==> config.mk <==
export PLATFORM = sky130hd
export DESIGN_NAME = multi_timer_bank_flat
export DESIGN_NICKNAME = d
export VERILOG_FILES = /design/src/hdl/mtb_pkg.sv /design/src/hdl/mtb_if.sv /design/src/hdl/mtb_ram.sv /design/src/hdl/multi_timer_bank.sv /design/src/flat_wrapper.sv
export SDC_FILE = /design/constraint.sdc
export NUM_CORES = 1
export LEC_CHECK = 0
export BUFFER_PORTS_ARGS = -buffer_cell sky130_fd_sc_hd__buf_2
export CORE_MARGIN = 8
export CORE_UTILIZATION = 60
export CTS_BUF_LIST = sky130_fd_sc_hd__clkbuf_2
export CTS_CLUSTER_DIAMETER = 30
export DETAILED_ROUTE_END_ITERATION = 10
export GPL_TIMING_DRIVEN = 0
export HOLD_SLACK_MARGIN = 0.05
export PLACE_DENSITY = 0.83
export SLEW_MARGIN = 0
export SYNTH_ARGS = -nofsm -noshare
export SYNTH_HDL_FRONTEND = slang
export SYNTH_HIERARCHICAL = 1
export SYNTH_SLANG_ARGS = --single-unit
==> constraint.sdc <==
create_clock -name i_clk -period 23.7 [get_ports i_clk]
set_clock_uncertainty 0.15 [all_clocks]
set_input_delay 4.74 -clock i_clk [delete_from_list [all_inputs] [get_ports i_clk]]
set_output_delay 4.74 -clock i_clk [all_outputs]
set_load 0.02 [all_outputs]
==> src/hdl/mtb_pkg.sv <==
// Package for the timer bank: sizes, opcodes, result codes and the entry record.
// No dependencies; multi_timer_bank and its testbench import it.
`default_nettype none

package mtb_pkg;

    // Table size and derived widths
    localparam int NUM_TIMERS = 8;
    localparam int AW = (NUM_TIMERS > 1) ? $clog2(NUM_TIMERS) : 1;  // entry address
    localparam int CW = $clog2(NUM_TIMERS + 1);                     // entry count

    // Opcodes
    localparam logic [2:0] OP_DEFINE  = 3'd0;
    localparam logic [2:0] OP_TICK    = 3'd1;
    localparam logic [2:0] OP_RDCOUNT = 3'd2;
    localparam logic [2:0] OP_RDSTATE = 3'd3;
    localparam logic [2:0] OP_CLEAR   = 3'd4;
    localparam logic [2:0] OP_ENABLE  = 3'd5;
    localparam logic [2:0] OP_DISABLE = 3'd6;

    // Status codes
    localparam logic [1:0] ST_OK        = 2'd0;
    localparam logic [1:0] ST_NOT_FOUND = 2'd1;
    localparam logic [1:0] ST_FULL      = 2'd2;

    // Timer state codes
    localparam logic [2:0] TS_ABSENT      = 3'd0;
    localparam logic [2:0] TS_ALARM_FIRED = 3'd1;
    localparam logic [2:0] TS_ALARM_IDLE  = 3'd2;
    localparam logic [2:0] TS_FREE_STOP   = 3'd3;
    localparam logic [2:0] TS_FREE_RUN    = 3'd4;

    // Flag bit positions
    localparam int F_MODE    = 0;
    localparam int F_REPEAT  = 1;
    localparam int F_ENABLED = 2;
    localparam int F_FIRED   = 3;

    // Count reported for an absent id
    localparam logic [31:0] ABSENT_COUNT = 32'd255;

    // One table entry as stored in the RAM
    typedef struct packed {
        logic [31:0] count;
        logic [31:0] period;
        logic [7:0]  ident;
        logic [3:0]  flags;
    } t_entry;

endpackage

`default_nettype wire

==> src/hdl/mtb_if.sv <==
// Valid/ready channels of the timer bank: command words in, result words out.
// No dependencies.
`default_nettype none

interface mtb_in_if;
    logic        valid;
    logic        ready;
    logic [2:0]  opcode;
    logic [7:0]  timer_id;
    logic [31:0] amount_ms;
    logic        timer_mode;
    logic        repeat_flag;

    modport source (output valid, opcode, timer_id, amount_ms, timer_mode, repeat_flag,
                    input ready);
    modport sink   (input valid, opcode, timer_id, amount_ms, timer_mode, repeat_flag,
                    output ready);
endinterface

interface mtb_out_if;
    logic        valid;
    logic        ready;
    logic [1:0]  status;
    logic [31:0] count_value;
    logic [2:0]  timer_state;

    modport source (output valid, status, count_value, timer_state, input ready);
    modport sink   (input valid, status, count_value, timer_state, output ready);
endinterface

`default_nettype wire

==> src/hdl/mtb_ram.sv <==
// Generic single-write, single-read RAM with registered read data.
// No dependencies.
`default_nettype none

module mtb_ram #(
    parameter int WIDTH = 8,
    parameter int DEPTH = 8
) (
    input  wire logic                                         i_clk,
    input  wire logic                                         i_we,
    input  wire logic [((DEPTH > 1) ? $clog2(DEPTH) : 1)-1:0] i_waddr,
    input  wire logic [WIDTH-1:0]                             i_wdata,
    input  wire logic                                         i_re,
    input  wire logic [((DEPTH > 1) ? $clog2(DEPTH) : 1)-1:0] i_raddr,
    output      logic [WIDTH-1:0]                             o_rdata
);

    logic [WIDTH-1:0] r_mem [DEPTH];

    // write port
    always_ff @(posedge i_clk) begin
        if (i_we) begin
            r_mem[i_waddr] <= i_wdata;
        end
    end

    // registered read port
    always_ff @(posedge i_clk) begin
        if (i_re) begin
            o_rdata <= r_mem[i_raddr];
        end
    end

endmodule

`default_nettype wire

==> src/hdl/multi_timer_bank.sv <==
// Timer bank top level: sequencer that walks the entry RAM once per command other than define and the unused opcode.
// Depends on mtb_pkg, mtb_if (mtb_in_if, mtb_out_if) and mtb_ram.
//
// Usage:
//   i_cmd carries one command word (opcode, timer_id, amount_ms, timer_mode,
//   repeat_flag); o_rsp returns exactly one result word per command
//   (status, count_value, timer_state). A word moves when valid and ready
//   are both high at a rising edge of i_clk.
//   All timer entries live in one RAM with a registered read. Define and the
//   unused opcode write or skip the table and go straight to the done
//   state. Every other opcode reads each defined entry, one per cycle
//   through the single read port, and, rdcount apart, updates and writes
//   it back; the result is registered once the walk has ended.
//   i_cmd.ready is high only while no command is in flight, so one command
//   is worked at a time; a new command may be taken while the previous
//   result still waits in the output register.
//   When o_rsp is stalled the finished command waits until the output
//   register frees; the result word holds steady meanwhile.
//   i_rst_n (synchronous, active low) empties the table by zeroing the
//   defined-entry count; the RAM needs no clearing pass, since only
//   entries below that count are ever read.
`default_nettype none

module multi_timer_bank
    import mtb_pkg::*;
(
    input  wire logic   i_clk,
    input  wire logic   i_rst_n,
    mtb_in_if.sink      i_cmd,
    mtb_out_if.source   o_rsp
);

    localparam logic [1:0] S_IDLE = 2'd0;
    localparam logic [1:0] S_WALK = 2'd1;
    localparam logic [1:0] S_DONE = 2'd2;

    localparam int EW = $bits(t_entry);

    // control state
    logic [1:0]    r_state, n_state;
    logic [CW-1:0] r_total, n_total;
    logic [CW-1:0] r_rd_idx, n_rd_idx;
    logic          r_rd_vld, n_rd_vld;
    logic [AW-1:0] r_pend_idx, n_pend_idx;
    logic          r_out_vld, n_out_vld;

    // command and accumulated results
    logic [2:0]    r_op, n_op;
    logic [7:0]    r_id, n_id;
    logic [31:0]   r_amt, n_amt;
    logic          r_full, n_full;
    logic          r_found, n_found;
    logic [31:0]   r_countv, n_countv;
    logic [2:0]    r_tstate, n_tstate;

    // output word
    logic [1:0]    r_out_status, n_out_status;
    logic [31:0]   r_out_count, n_out_count;
    logic [2:0]    r_out_tstate, n_out_tstate;

    // RAM ports
    logic          ram_we, ram_re;
    logic [AW-1:0] ram_waddr, ram_raddr;
    t_entry        ram_wdata, ram_rdata;
    logic [EW-1:0] ram_rbits;

    // entry update
    t_entry        upd;
    logic          match;
    logic [31:0]   sum;

    logic          cmd_acc;
    logic          rsp_free;

    assign cmd_acc  = i_cmd.valid && i_cmd.ready;
    assign rsp_free = !r_out_vld || o_rsp.ready;
    assign ram_rdata = t_entry'(ram_rbits);

    mtb_ram #(
        .WIDTH (EW),
        .DEPTH (NUM_TIMERS)
    ) u_ram (
        .i_clk   (i_clk),
        .i_we    (ram_we),
        .i_waddr (ram_waddr),
        .i_wdata (ram_wdata),
        .i_re    (ram_re),
        .i_raddr (ram_raddr),
        .o_rdata (ram_rbits)
    );

    // modify the entry that came back from the RAM
    always_comb begin
        upd   = ram_rdata;
        match = (ram_rdata.ident == r_id);
        sum   = ram_rdata.count + r_amt;
        case (r_op)
            OP_TICK: begin
                if (ram_rdata.flags[F_ENABLED]) begin
                    upd.count = sum;
                    if (!ram_rdata.flags[F_MODE] && (sum >= ram_rdata.period)) begin
                        upd.count = '0;
                        if (!ram_rdata.flags[F_REPEAT]) begin
                            upd.flags[F_ENABLED] = 1'b0;
                        end
                        upd.flags[F_FIRED] = 1'b1;
                    end
                end
            end
            OP_RDSTATE: begin
                if (match && !ram_rdata.flags[F_MODE]) begin
                    upd.flags[F_FIRED] = 1'b0;
                end
            end
            OP_CLEAR: begin
                if (match) begin
                    upd.count          = '0;
                    upd.flags[F_FIRED] = 1'b0;
                end
            end
            OP_ENABLE: begin
                if (match) begin
                    upd.flags[F_ENABLED] = 1'b1;
                end
            end
            OP_DISABLE: begin
                if (match) begin
                    upd.flags[F_ENABLED] = 1'b0;
                end
            end
            default: begin
            end
        endcase
    end

    // sequencer
    always_comb begin
        n_state      = r_state;
        n_total      = r_total;
        n_rd_idx     = r_rd_idx;
        n_rd_vld     = 1'b0;
        n_pend_idx   = r_pend_idx;
        n_out_vld    = r_out_vld;
        n_op         = r_op;
        n_id         = r_id;
        n_amt        = r_amt;
        n_full       = r_full;
        n_found      = r_found;
        n_countv     = r_countv;
        n_tstate     = r_tstate;
        n_out_status = r_out_status;
        n_out_count  = r_out_count;
        n_out_tstate = r_out_tstate;

        ram_we    = 1'b0;
        ram_waddr = r_pend_idx;
        ram_wdata = upd;
        ram_re    = 1'b0;
        ram_raddr = r_rd_idx[AW-1:0];

        // output register drains
        if (r_out_vld && o_rsp.ready) begin
            n_out_vld = 1'b0;
        end

        unique case (r_state)
            S_IDLE: begin
                if (cmd_acc) begin
                    n_op     = i_cmd.opcode;
                    n_id     = i_cmd.timer_id;
                    n_amt    = i_cmd.amount_ms;
                    n_full   = 1'b0;
                    n_found  = 1'b0;
                    n_countv = '0;
                    n_tstate = TS_ABSENT;
                    n_rd_idx = '0;
                    if (i_cmd.opcode == OP_DEFINE) begin
                        // new entry goes straight into the next free slot
                        if (r_total >= CW'(NUM_TIMERS)) begin
                            n_full = 1'b1;
                        end else begin
                            ram_we          = 1'b1;
                            ram_waddr       = r_total[AW-1:0];
                            ram_wdata.count  = '0;
                            ram_wdata.period = i_cmd.amount_ms;
                            ram_wdata.ident  = i_cmd.timer_id;
                            ram_wdata.flags  = '0;
                            ram_wdata.flags[F_MODE]    = i_cmd.timer_mode;
                            ram_wdata.flags[F_REPEAT]  = i_cmd.repeat_flag;
                            ram_wdata.flags[F_ENABLED] = 1'b1;
                            n_total = r_total + CW'(1);
                        end
                        n_state = S_DONE;
                    end else if (i_cmd.opcode == OP_TICK || i_cmd.opcode == OP_RDCOUNT ||
                                 i_cmd.opcode == OP_RDSTATE || i_cmd.opcode == OP_CLEAR ||
                                 i_cmd.opcode == OP_ENABLE || i_cmd.opcode == OP_DISABLE) begin
                        n_state = S_WALK;
                    end else begin
                        n_state = S_DONE;
                    end
                end
            end
            S_WALK: begin
                // issue the next read
                if (r_rd_idx < r_total) begin
                    ram_re     = 1'b1;
                    n_rd_vld   = 1'b1;
                    n_pend_idx = r_rd_idx[AW-1:0];
                    n_rd_idx   = r_rd_idx + CW'(1);
                end
                // write back the entry read last cycle; reads of different
                // entries never overlap a write of the same one
                if (r_rd_vld) begin
                    ram_we    = (r_op != OP_RDCOUNT);
                    ram_waddr = r_pend_idx;
                    ram_wdata = upd;
                    if (match) begin
                        n_found = 1'b1;
                        if (r_op == OP_RDCOUNT && !r_found) begin
                            n_countv = ram_rdata.count;
                        end
                        if (r_op == OP_RDSTATE) begin
                            if (!ram_rdata.flags[F_MODE]) begin
                                n_tstate = ram_rdata.flags[F_FIRED] ? TS_ALARM_FIRED
                                                                    : TS_ALARM_IDLE;
                            end else begin
                                n_tstate = ram_rdata.flags[F_ENABLED] ? TS_FREE_RUN
                                                                      : TS_FREE_STOP;
                            end
                        end
                    end
                end
                if (!r_rd_vld && !(r_rd_idx < r_total)) begin
                    n_state = S_DONE;
                end
            end
            S_DONE: begin
                if (rsp_free) begin
                    n_out_vld    = 1'b1;
                    n_out_status = ST_OK;
                    n_out_count  = '0;
                    n_out_tstate = TS_ABSENT;
                    case (r_op) inside
                        OP_DEFINE: begin
                            if (r_full) begin
                                n_out_status = ST_FULL;
                            end
                        end
                        OP_RDCOUNT: begin
                            n_out_count = r_found ? r_countv : ABSENT_COUNT;
                            if (!r_found) begin
                                n_out_status = ST_NOT_FOUND;
                            end
                        end
                        OP_RDSTATE: begin
                            n_out_tstate = r_tstate;
                            if (!r_found) begin
                                n_out_status = ST_NOT_FOUND;
                            end
                        end
                        OP_CLEAR, OP_ENABLE, OP_DISABLE: begin
                            if (!r_found) begin
                                n_out_status = ST_NOT_FOUND;
                            end
                        end
                        default: begin
                        end
                    endcase
                    n_state = S_IDLE;
                end
            end
            default: begin
                n_state = S_IDLE;
            end
        endcase
    end

    // control registers
    always_ff @(posedge i_clk) begin
        if (!i_rst_n) begin
            r_state   <= S_IDLE;
            r_total   <= '0;
            r_rd_idx  <= '0;
            r_rd_vld  <= 1'b0;
            r_out_vld <= 1'b0;
        end else begin
            r_state   <= n_state;
            r_total   <= n_total;
            r_rd_idx  <= n_rd_idx;
            r_rd_vld  <= n_rd_vld;
            r_out_vld <= n_out_vld;
        end
    end

    // payload registers
    always_ff @(posedge i_clk) begin
        r_pend_idx   <= n_pend_idx;
        r_op         <= n_op;
        r_id         <= n_id;
        r_amt        <= n_amt;
        r_full       <= n_full;
        r_found      <= n_found;
        r_countv     <= n_countv;
        r_tstate     <= n_tstate;
        r_out_status <= n_out_status;
        r_out_count  <= n_out_count;
        r_out_tstate <= n_out_tstate;
    end

    // ports
    assign i_cmd.ready       = (r_state == S_IDLE);
    assign o_rsp.valid       = r_out_vld;
    assign o_rsp.status      = r_out_status;
    assign o_rsp.count_value = r_out_count;
    assign o_rsp.timer_state = r_out_tstate;

    // checks
    a_total_bound: assert property (@(posedge i_clk) disable iff (!i_rst_n)
        r_total <= CW'(NUM_TIMERS))
        else $error("defined entry count above table size");

    a_read_in_walk: assert property (@(posedge i_clk) disable iff (!i_rst_n)
        r_rd_vld |-> (r_state == S_WALK))
        else $error("RAM read data pending outside the walk");

    a_pend_defined: assert property (@(posedge i_clk) disable iff (!i_rst_n)
        r_rd_vld |-> (CW'(r_pend_idx) < r_total))
        else $error("write-back to an undefined entry");

    a_busy_after_accept: assert property (@(posedge i_clk) disable iff (!i_rst_n)
        (i_cmd.valid && i_cmd.ready) |=> (r_state != S_IDLE))
        else $error("command accepted but sequencer stayed idle");

endmodule

`default_nettype wire

==> src/flat_wrapper.sv <==
// flat-port wrapper written by rule: the top's interface ports become plain ports
module multi_timer_bank_flat import mtb_pkg::*;
  (i_clk, i_rst_n, i_cmd_valid, i_cmd_opcode, i_cmd_timer_id, i_cmd_amount_ms, i_cmd_timer_mode, i_cmd_repeat_flag, i_cmd_ready, o_rsp_valid, o_rsp_status, o_rsp_count_value, o_rsp_timer_state, o_rsp_ready);
  mtb_in_if i_cmd_i ();
  mtb_out_if o_rsp_i ();
  input  wire logic i_clk;
  input  wire logic i_rst_n;
  input wire logic [$bits(i_cmd_i.valid)-1:0] i_cmd_valid;
  input wire logic [$bits(i_cmd_i.opcode)-1:0] i_cmd_opcode;
  input wire logic [$bits(i_cmd_i.timer_id)-1:0] i_cmd_timer_id;
  input wire logic [$bits(i_cmd_i.amount_ms)-1:0] i_cmd_amount_ms;
  input wire logic [$bits(i_cmd_i.timer_mode)-1:0] i_cmd_timer_mode;
  input wire logic [$bits(i_cmd_i.repeat_flag)-1:0] i_cmd_repeat_flag;
  output wire logic [$bits(i_cmd_i.ready)-1:0] i_cmd_ready;
  output wire logic [$bits(o_rsp_i.valid)-1:0] o_rsp_valid;
  output wire logic [$bits(o_rsp_i.status)-1:0] o_rsp_status;
  output wire logic [$bits(o_rsp_i.count_value)-1:0] o_rsp_count_value;
  output wire logic [$bits(o_rsp_i.timer_state)-1:0] o_rsp_timer_state;
  input wire logic [$bits(o_rsp_i.ready)-1:0] o_rsp_ready;
  assign i_cmd_i.valid = i_cmd_valid;
  assign i_cmd_i.opcode = i_cmd_opcode;
  assign i_cmd_i.timer_id = i_cmd_timer_id;
  assign i_cmd_i.amount_ms = i_cmd_amount_ms;
  assign i_cmd_i.timer_mode = i_cmd_timer_mode;
  assign i_cmd_i.repeat_flag = i_cmd_repeat_flag;
  assign i_cmd_ready = i_cmd_i.ready;
  assign o_rsp_valid = o_rsp_i.valid;
  assign o_rsp_status = o_rsp_i.status;
  assign o_rsp_count_value = o_rsp_i.count_value;
  assign o_rsp_timer_state = o_rsp_i.timer_state;
  assign o_rsp_i.ready = o_rsp_ready;
  multi_timer_bank u_core (.i_clk(i_clk), .i_rst_n(i_rst_n), .i_cmd(i_cmd_i), .o_rsp(o_rsp_i));
endmodule
Yosys cells after proc, flatten, opt, wreduce, memory -nomap -nowiden

Memory sizes are Yosys's and may differ from the RTL's. A register that Yosys moved wholly into a read port is not among the register bits.
Index checks and enable logic that the tools add are counted.

Reductions and logical operators: 34
$add $sub $neg: 3
Magnitude comparators: 3
Equal/unequal tests: 24
Mux-type cells: 67
Bitwise gates (word level): 4

Operators by type and width:

| kind                                                  | number |
|---|---|
| 2-to-1 mux 76 bit                                     | 4 |
| 2-to-1 mux 32 bit                                     | 7 |
| case mux 32 bit (2 select lines)                      | 2 |
| adder 32 bit                                          | 1 |
| greater-or-equal comparator 32 bit                    | 1 |
| 2-to-1 mux 3 bit                                      | 10 |
| 2-to-1 mux 2 bit                                      | 13 |
| 2-to-1 mux 1 bit                                      | 21 |
| == test 3 bit, second input constant                  | 6 |
| inequality test 2 x 1 -> 1 bit, second input constant | 7 |
| == test 3 x 2 -> 1 bit, second input constant         | 4 |
| AND reduction 5 bit                                   | 2 |
| OR reduction 3 bit                                    | 3 |
| adder 4 x 1 -> 4 bit, second input constant           | 2 |
| == test 8 bit                                         | 1 |
| 2-to-1 mux 4 bit                                      | 2 |
| 2-to-1 mux 8 bit                                      | 1 |
| case mux 4 bit (2 select lines)                       | 1 |
| AND reduction 4 bit                                   | 2 |
| == test 3 x 1 -> 1 bit, second input constant         | 2 |
| logical AND 1 bit                                     | 6 |
| zero test 3 bit                                       | 2 |
| logical OR 1 bit                                      | 6 |
| case mux 1 bit (3 select lines)                       | 2 |
| 16 further kinds                                      | 27 |

Memories: 1
Register bits: 132
Bits in writable memories: 608
Output and inout bits: 39
Input port bits: 49

Memory list:

| name               | words | width | rd ports | clocked after memory_dff | wr ports | line          | text |
|---|---|---|---|---|---|---|---|
| u_core.u_ram.r_mem | 8     | 76    | 1        | 1                        | 1        | mtb_ram.sv:18 | `logic [WIDTH-1:0] r_mem [DEPTH];` |

Longest topological paths before layout

Word-level depth: 10
Depth in mapped cells: 20
Gate-level depth less buffers: 18

Cells and area by module

The synthesis kept the hierarchy.

Modules (own cells, without submodules):

| module           | cells each | sequential area each (um^2) | area each (um^2) | instances |
|---|---|---|---|---|
| mtb_ram          | 967        | 20539.7                     | 25125.3          | 1 |
| multi_timer_bank | 889        | 3843.7                      | 8582.0           | 1 |

Worst setup path after synthesis

OpenSTA, ideal clock, no wires.

Path kind: input to register
Start point: input port i_cmd_valid
End point: memory u_core/u_ram/r_mem[0][0] in the netlist's numbering (enable)
Stages: 8
Library setup time: 0.603 ns
Path slack: 11.160 ns
Data required time: 22.947 ns
Buffers on the path: 2
Arrival: 11.786 ns
Cell sequence: nand2_1 inv_1 nand3_1 clkbuf_1 clkbuf_1 nand2_1 nand2b_1 nor3_1

Word-level cells in the longest chain between the ends: 5

RTL lines:

| item                                   | line                    | text |
|---|---|---|
| start, declared                        | flat_wrapper.sv:8       | `input wire logic [$bits(i_cmd_i.valid)-1:0] i_cmd_valid;` |
| logical AND 1 bit                      | multi_timer_bank.sv:75  | `assign cmd_acc = i_cmd.valid && i_cmd.ready;` |
| 2-to-1 mux 1 bit                       | multi_timer_bank.sv:168 | `if (cmd_acc) begin` |
| case mux 1 bit (2 select lines)        | multi_timer_bank.sv:166 | `unique case (r_state)` |
| via u_core.ram_we                      | multi_timer_bank.sv:62  | `logic ram_we, ram_re;` |
| 2-to-1 mux 1 bit                       | mtb_ram.sv:22           | `if (i_we) begin` |
| 2-to-1 mux 1 bit (implied by the code) | mtb_ram.sv:23           | `r_mem[i_waddr] <= i_wdata;` |
| end, declared                          | mtb_ram.sv:18           |  |

The timed path passes the listed nets, and every way through them passes these cells.

Worst setup path in the final report

Start point: input port i_cmd_valid
End point: memory u_core/u_ram/r_mem[0][52] in the netlist's numbering (enable)

Same word-level chain as after synthesis.

==> flow_metrics.py <==
metrics = {
    "status": {
        "status": "complete, no violations",
    },
    "final_layout": {
        "instances_no_fill": 3086,
        "seq_area_sq_um": 24400,
        "multi_input_area_sq_um": 8780,
        "finalNetCount": 2305,
        "area_growth_pct": 12.1,
        "layout_commonest_cell": "edfxtp_1",
        "n_fill_cell": 3593,
        "layout_common_cells": "804 x edfxtp_1, 275 x clkbuf_2, 152 x mux4_2",
        "utilization_pct": 67.5,
        "final_layout_size_suffix_gt1_share_pct": 30.5,
        "fin_area_sq_um": 37800,
    },
    "logic_synthesis": {
        "synth_area_leader_cell": "edfxtp_1",
        "netlist.area_leader.share_pct": 71.6,
        "synthTopCellsByArea": "edfxtp_1 72%, mux4_2 10%, ha_1 2.6%",
        "synthCells": 1856,
        "ys_seq_area_share_pct": 72.3,
        "synth-warning-count": 6,
        "yosys_register_bits": 816,
        "synthFlopType": "edfxtp_1",
        "synth.cell_area_sq_um": 33700,
        "synthArstFlopShare_pct": 0,
        "ys_types": 73,
        "synth_fp_nets": 1975,
        "synth.avg_cell_area_sq_um": 18.2,
        "synth-edff-count": 804,
    },
    "worst_setup_path": {
        "timing.rr.start": "u_core/u_ram/o_rdata[47]",
        "reg2reg_slack_ps": 16910,
        "slowest_delay_ps": 690,
        "startpoint_type": "input pin",
        "ff2ff_path_depth": 19,
        "rr_endpoint": "u_core/u_ram/r_mem[7][57]",
        "critPathCapture": "u_core/u_ram/r_mem[0][52]",
        "cpMostUsedCell": "buf_6",
        "end_kind": "register",
        "worstPathRequired_ps": 24640,
        "crit_chain": "buf_2, nand2_1, inv_2, nand3_1, clkbuf_1, clkbuf_1, nand2_1, nand2b_1, nor3_2, buf_6, buf_6, buf_8, buf_6, buf_6",
        "startpoint": "i_cmd_valid",
        "crit_fanout": 24,
        "cpMaxStageDelayCell": "nor3_2",
        "worstPathArrival_ps": 8820,
        "crit_type": "input pin to register",
    },
    "drt": {
        "antenna_left": 0,
        "drc": 0,
        "dr.max_layer_used": "met4",
        "wirelength_microns": 80200,
        "vias_per_cell": 6.30,
        "wl_per_cell_microns": 26.0,
        "drt-initial-drc-count": 2334,
        "dr_wl_met3_microns": 8880,
        "via_count": 19400,
        "dr_wl_met2_microns": 38400,
        "wl_met1_microns": 29500,
        "drtPass1Iterations": 6,
    },
    "cts": {
        "cts_buffers": 195,
        "cts.htree.levels": 4,
        "clk_pin_slew_ps": 90,
        "cts_resized": 0,
        "clock-sinks": 816,
        "clock_tree.root_cell": "clkbuf_2",
        "clk_path_buf_depth": 3,
        "postCtsSetupBuffers": 0,
        "clk_latency_ps": 1420,
        "tritoncts": "yes",
        "ctsHoldBuffers": 0,
    },
    "placement": {
        "port_buffers": 87,
        "dp_hpwl_microns": 53700,
        "gp_congestion": 0.911,
        "placedCellCount": 2745,
        "placed_area_sq_um": 35900,
    },
    "timing": {
        "rsz0062_at_grt": "false",
        "period_share_pct": 33.2,
        "fin_tns_setup_ps": 0,
        "setup_violations": 0,
        "whs_ps": 353,
        "tightest_slew_ps": 1160,
        "hold_viol": 0,
        "slew_viol_final": 0,
        "fmax_mhz": 127,
        "slew_headroom_pct": 22.6,
        "period_minus_slack_ps": 7880,
    },
    "power": {
        "power.internal_uw": 2070,
        "comb_power_share_pct": 6.1,
        "power_frac_seq_pct": 59.1,
        "p_sw_share_pct": 24.2,
        "ir_drop_v": 0.0000526,
        "clkPwrFrac_pct": 34.8,
        "p_leak_uw": 0.0130,
        "p_per_area_nw_per_um2": 72.1,
        "p_sw_uw": 659,
    },
    "floorplanning": {
        "ioPinCount": 88,
        "dieArea_sq_um": 64000,
        "start_util_pct": 60.2,
        "die_h_microns": 253,
        "coreArea_sq_um": 56000,
        "rows": 87,
        "fp.dieW_microns": 253,
    },
    "hold_path": {
        "min_path_type": "register to register",
    },
    "grt": {
        "grt_pass1_wl_microns": 121000,
        "antenna_found_initial": 2,
        "grt_max_degree": 26,
        "grt_pass1_vias": 20400,
        "grt.overflow.total": 0,
        "grt_util_all_layers_pct": 25.5,
    },
    "job": {
        "maxCapViolations": 0,
    },
}
synth_stat cells (7+ instances only):
| cell type | instances |
|---|---|
| edfxtp_1 | 804 |
| xnor2_1 | 13 |
| nor2b_1 | 10 |
| nand4_1 | 9 |
| buf_2 | 21 |
| ha_1 | 69 |
| a32o_1 | 8 |
| dfxtp_1 | 12 |
| nor3_1 | 16 |
| and3_1 | 8 |
| and2_1 | 66 |
| a21oi_1 | 57 |
| nand2b_1 | 9 |
| xor2_1 | 20 |
| o21ai_0 | 61 |
| nand3_1 | 11 |
| a211oi_1 | 7 |
| inv_1 | 53 |
| mux2_2 | 76 |
| clkbuf_1 | 50 |
| a21o_1 | 19 |
| a22oi_1 | 22 |
| buf_6 | 10 |
| mux4_2 | 152 |
| nor2_1 | 60 |
| nand2_1 | 118 |
worst max-delay path: cells and delay by family:
family | cells | cell delay [ps]
buffers and inverters | 9 | 2480
AND/OR/NAND/NOR | 5 | 1570
metrics by stage:
step                      total power [uW]  setup slack [ps]
after floorplan                       1740             11160
after global placement                1790              3870
after detailed placement              1810             14530
after CTS                             2740             16070
after global routing                  2830             15770
final                                 2730             15820
per-layer routing:
layer  up-vias  global-route usage [%]
li1       8190                       -
met1      9686                    33.0
met2      1346                    40.3
met3       226                    6.15
met4         0                    13.0
met5         -                       0
registers in the layout, summed over array words and instances, names as in the netlist, 2 cells and up:
| signal | flops |
|---|---|
| u_core/u_ram/r_mem | 608 |
| u_core/u_ram/o_rdata | 76 |
| u_core/o_rsp.count_value | 32 |
| u_core/r_amt | 32 |
| u_core/r_countv | 32 |
| u_core/r_id | 8 |
| u_core/r_rd_idx | 4 |
| u_core/r_total | 4 |
| u_core/o_rsp.timer_state | 3 |
| u_core/r_op | 3 |
| u_core/r_pend_idx | 3 |
| u_core/r_tstate | 3 |
| u_core/o_rsp.status | 2 |
| u_core/r_state | 2 |
power by group through the flow:
stage	clock network, uW	logic (uW)	registers, uW
after global placement	0	147	1650
after global routing	1040	178	1610
after CTS	971	163	1610
after detailed placement	0	162	1640
final	949	166	1610
after floorplan	0	97.5	1650
cell families (layout without fill, tap and decap cells):
| logic type | count (synthesis) | in the layout | share of synthesized area, % |
|---|---|---|---|
| flip-flops | 816 | 816 | 72.3 |
| AND/OR/NAND/NOR | 335 | 335 | 4.94 |
| other | 0 | 4 | 0 |
| multiplexers | 232 | 232 | 12.8 |
| XOR/XNOR | 33 | 33 | 0.857 |
| buffers and inverters | 136 | 606 | 1.82 |
| AO/OA/AOI/OAI | 234 | 234 | 4.61 |
| adder cells (fa/ha/maj) | 70 | 70 | 2.62 |
layout make-up:
type | count | share of cell area (%)
Antenna cell | 4 | 0.0265
Buffer | 83 | 1.10
Clock buffer | 274 | 3.63
Clock inverter | 63 | 1.30
Inverter | 53 | 0.527
Multi-Input combinational cell | 904 | 23.2
Sequential cell | 816 | 64.5
Tap cell | 756 | 2.50
Timing Repair Buffer | 133 | 3.14
how the worst min path moves through the flow:
stage | startpoint | to | slack [ps] | cells past startpoint
after global routing | u_core/r_total[1] | u_core/r_total[1] | 380 | 2
final | u_core/r_total[1] | u_core/r_total[1] | 350 | 2
after global placement | u_core/r_total[1] | u_core/r_total[1] | 320 | 2
after CTS | u_core/r_total[1] | u_core/r_total[1] | 350 | 2
after floorplan | u_core/r_total[1] | u_core/r_total[1] | 310 | 2
after detailed placement | u_core/r_total[1] | u_core/r_total[1] | 330 | 2
No activity file was read; power rests on OpenSTA's default activity.
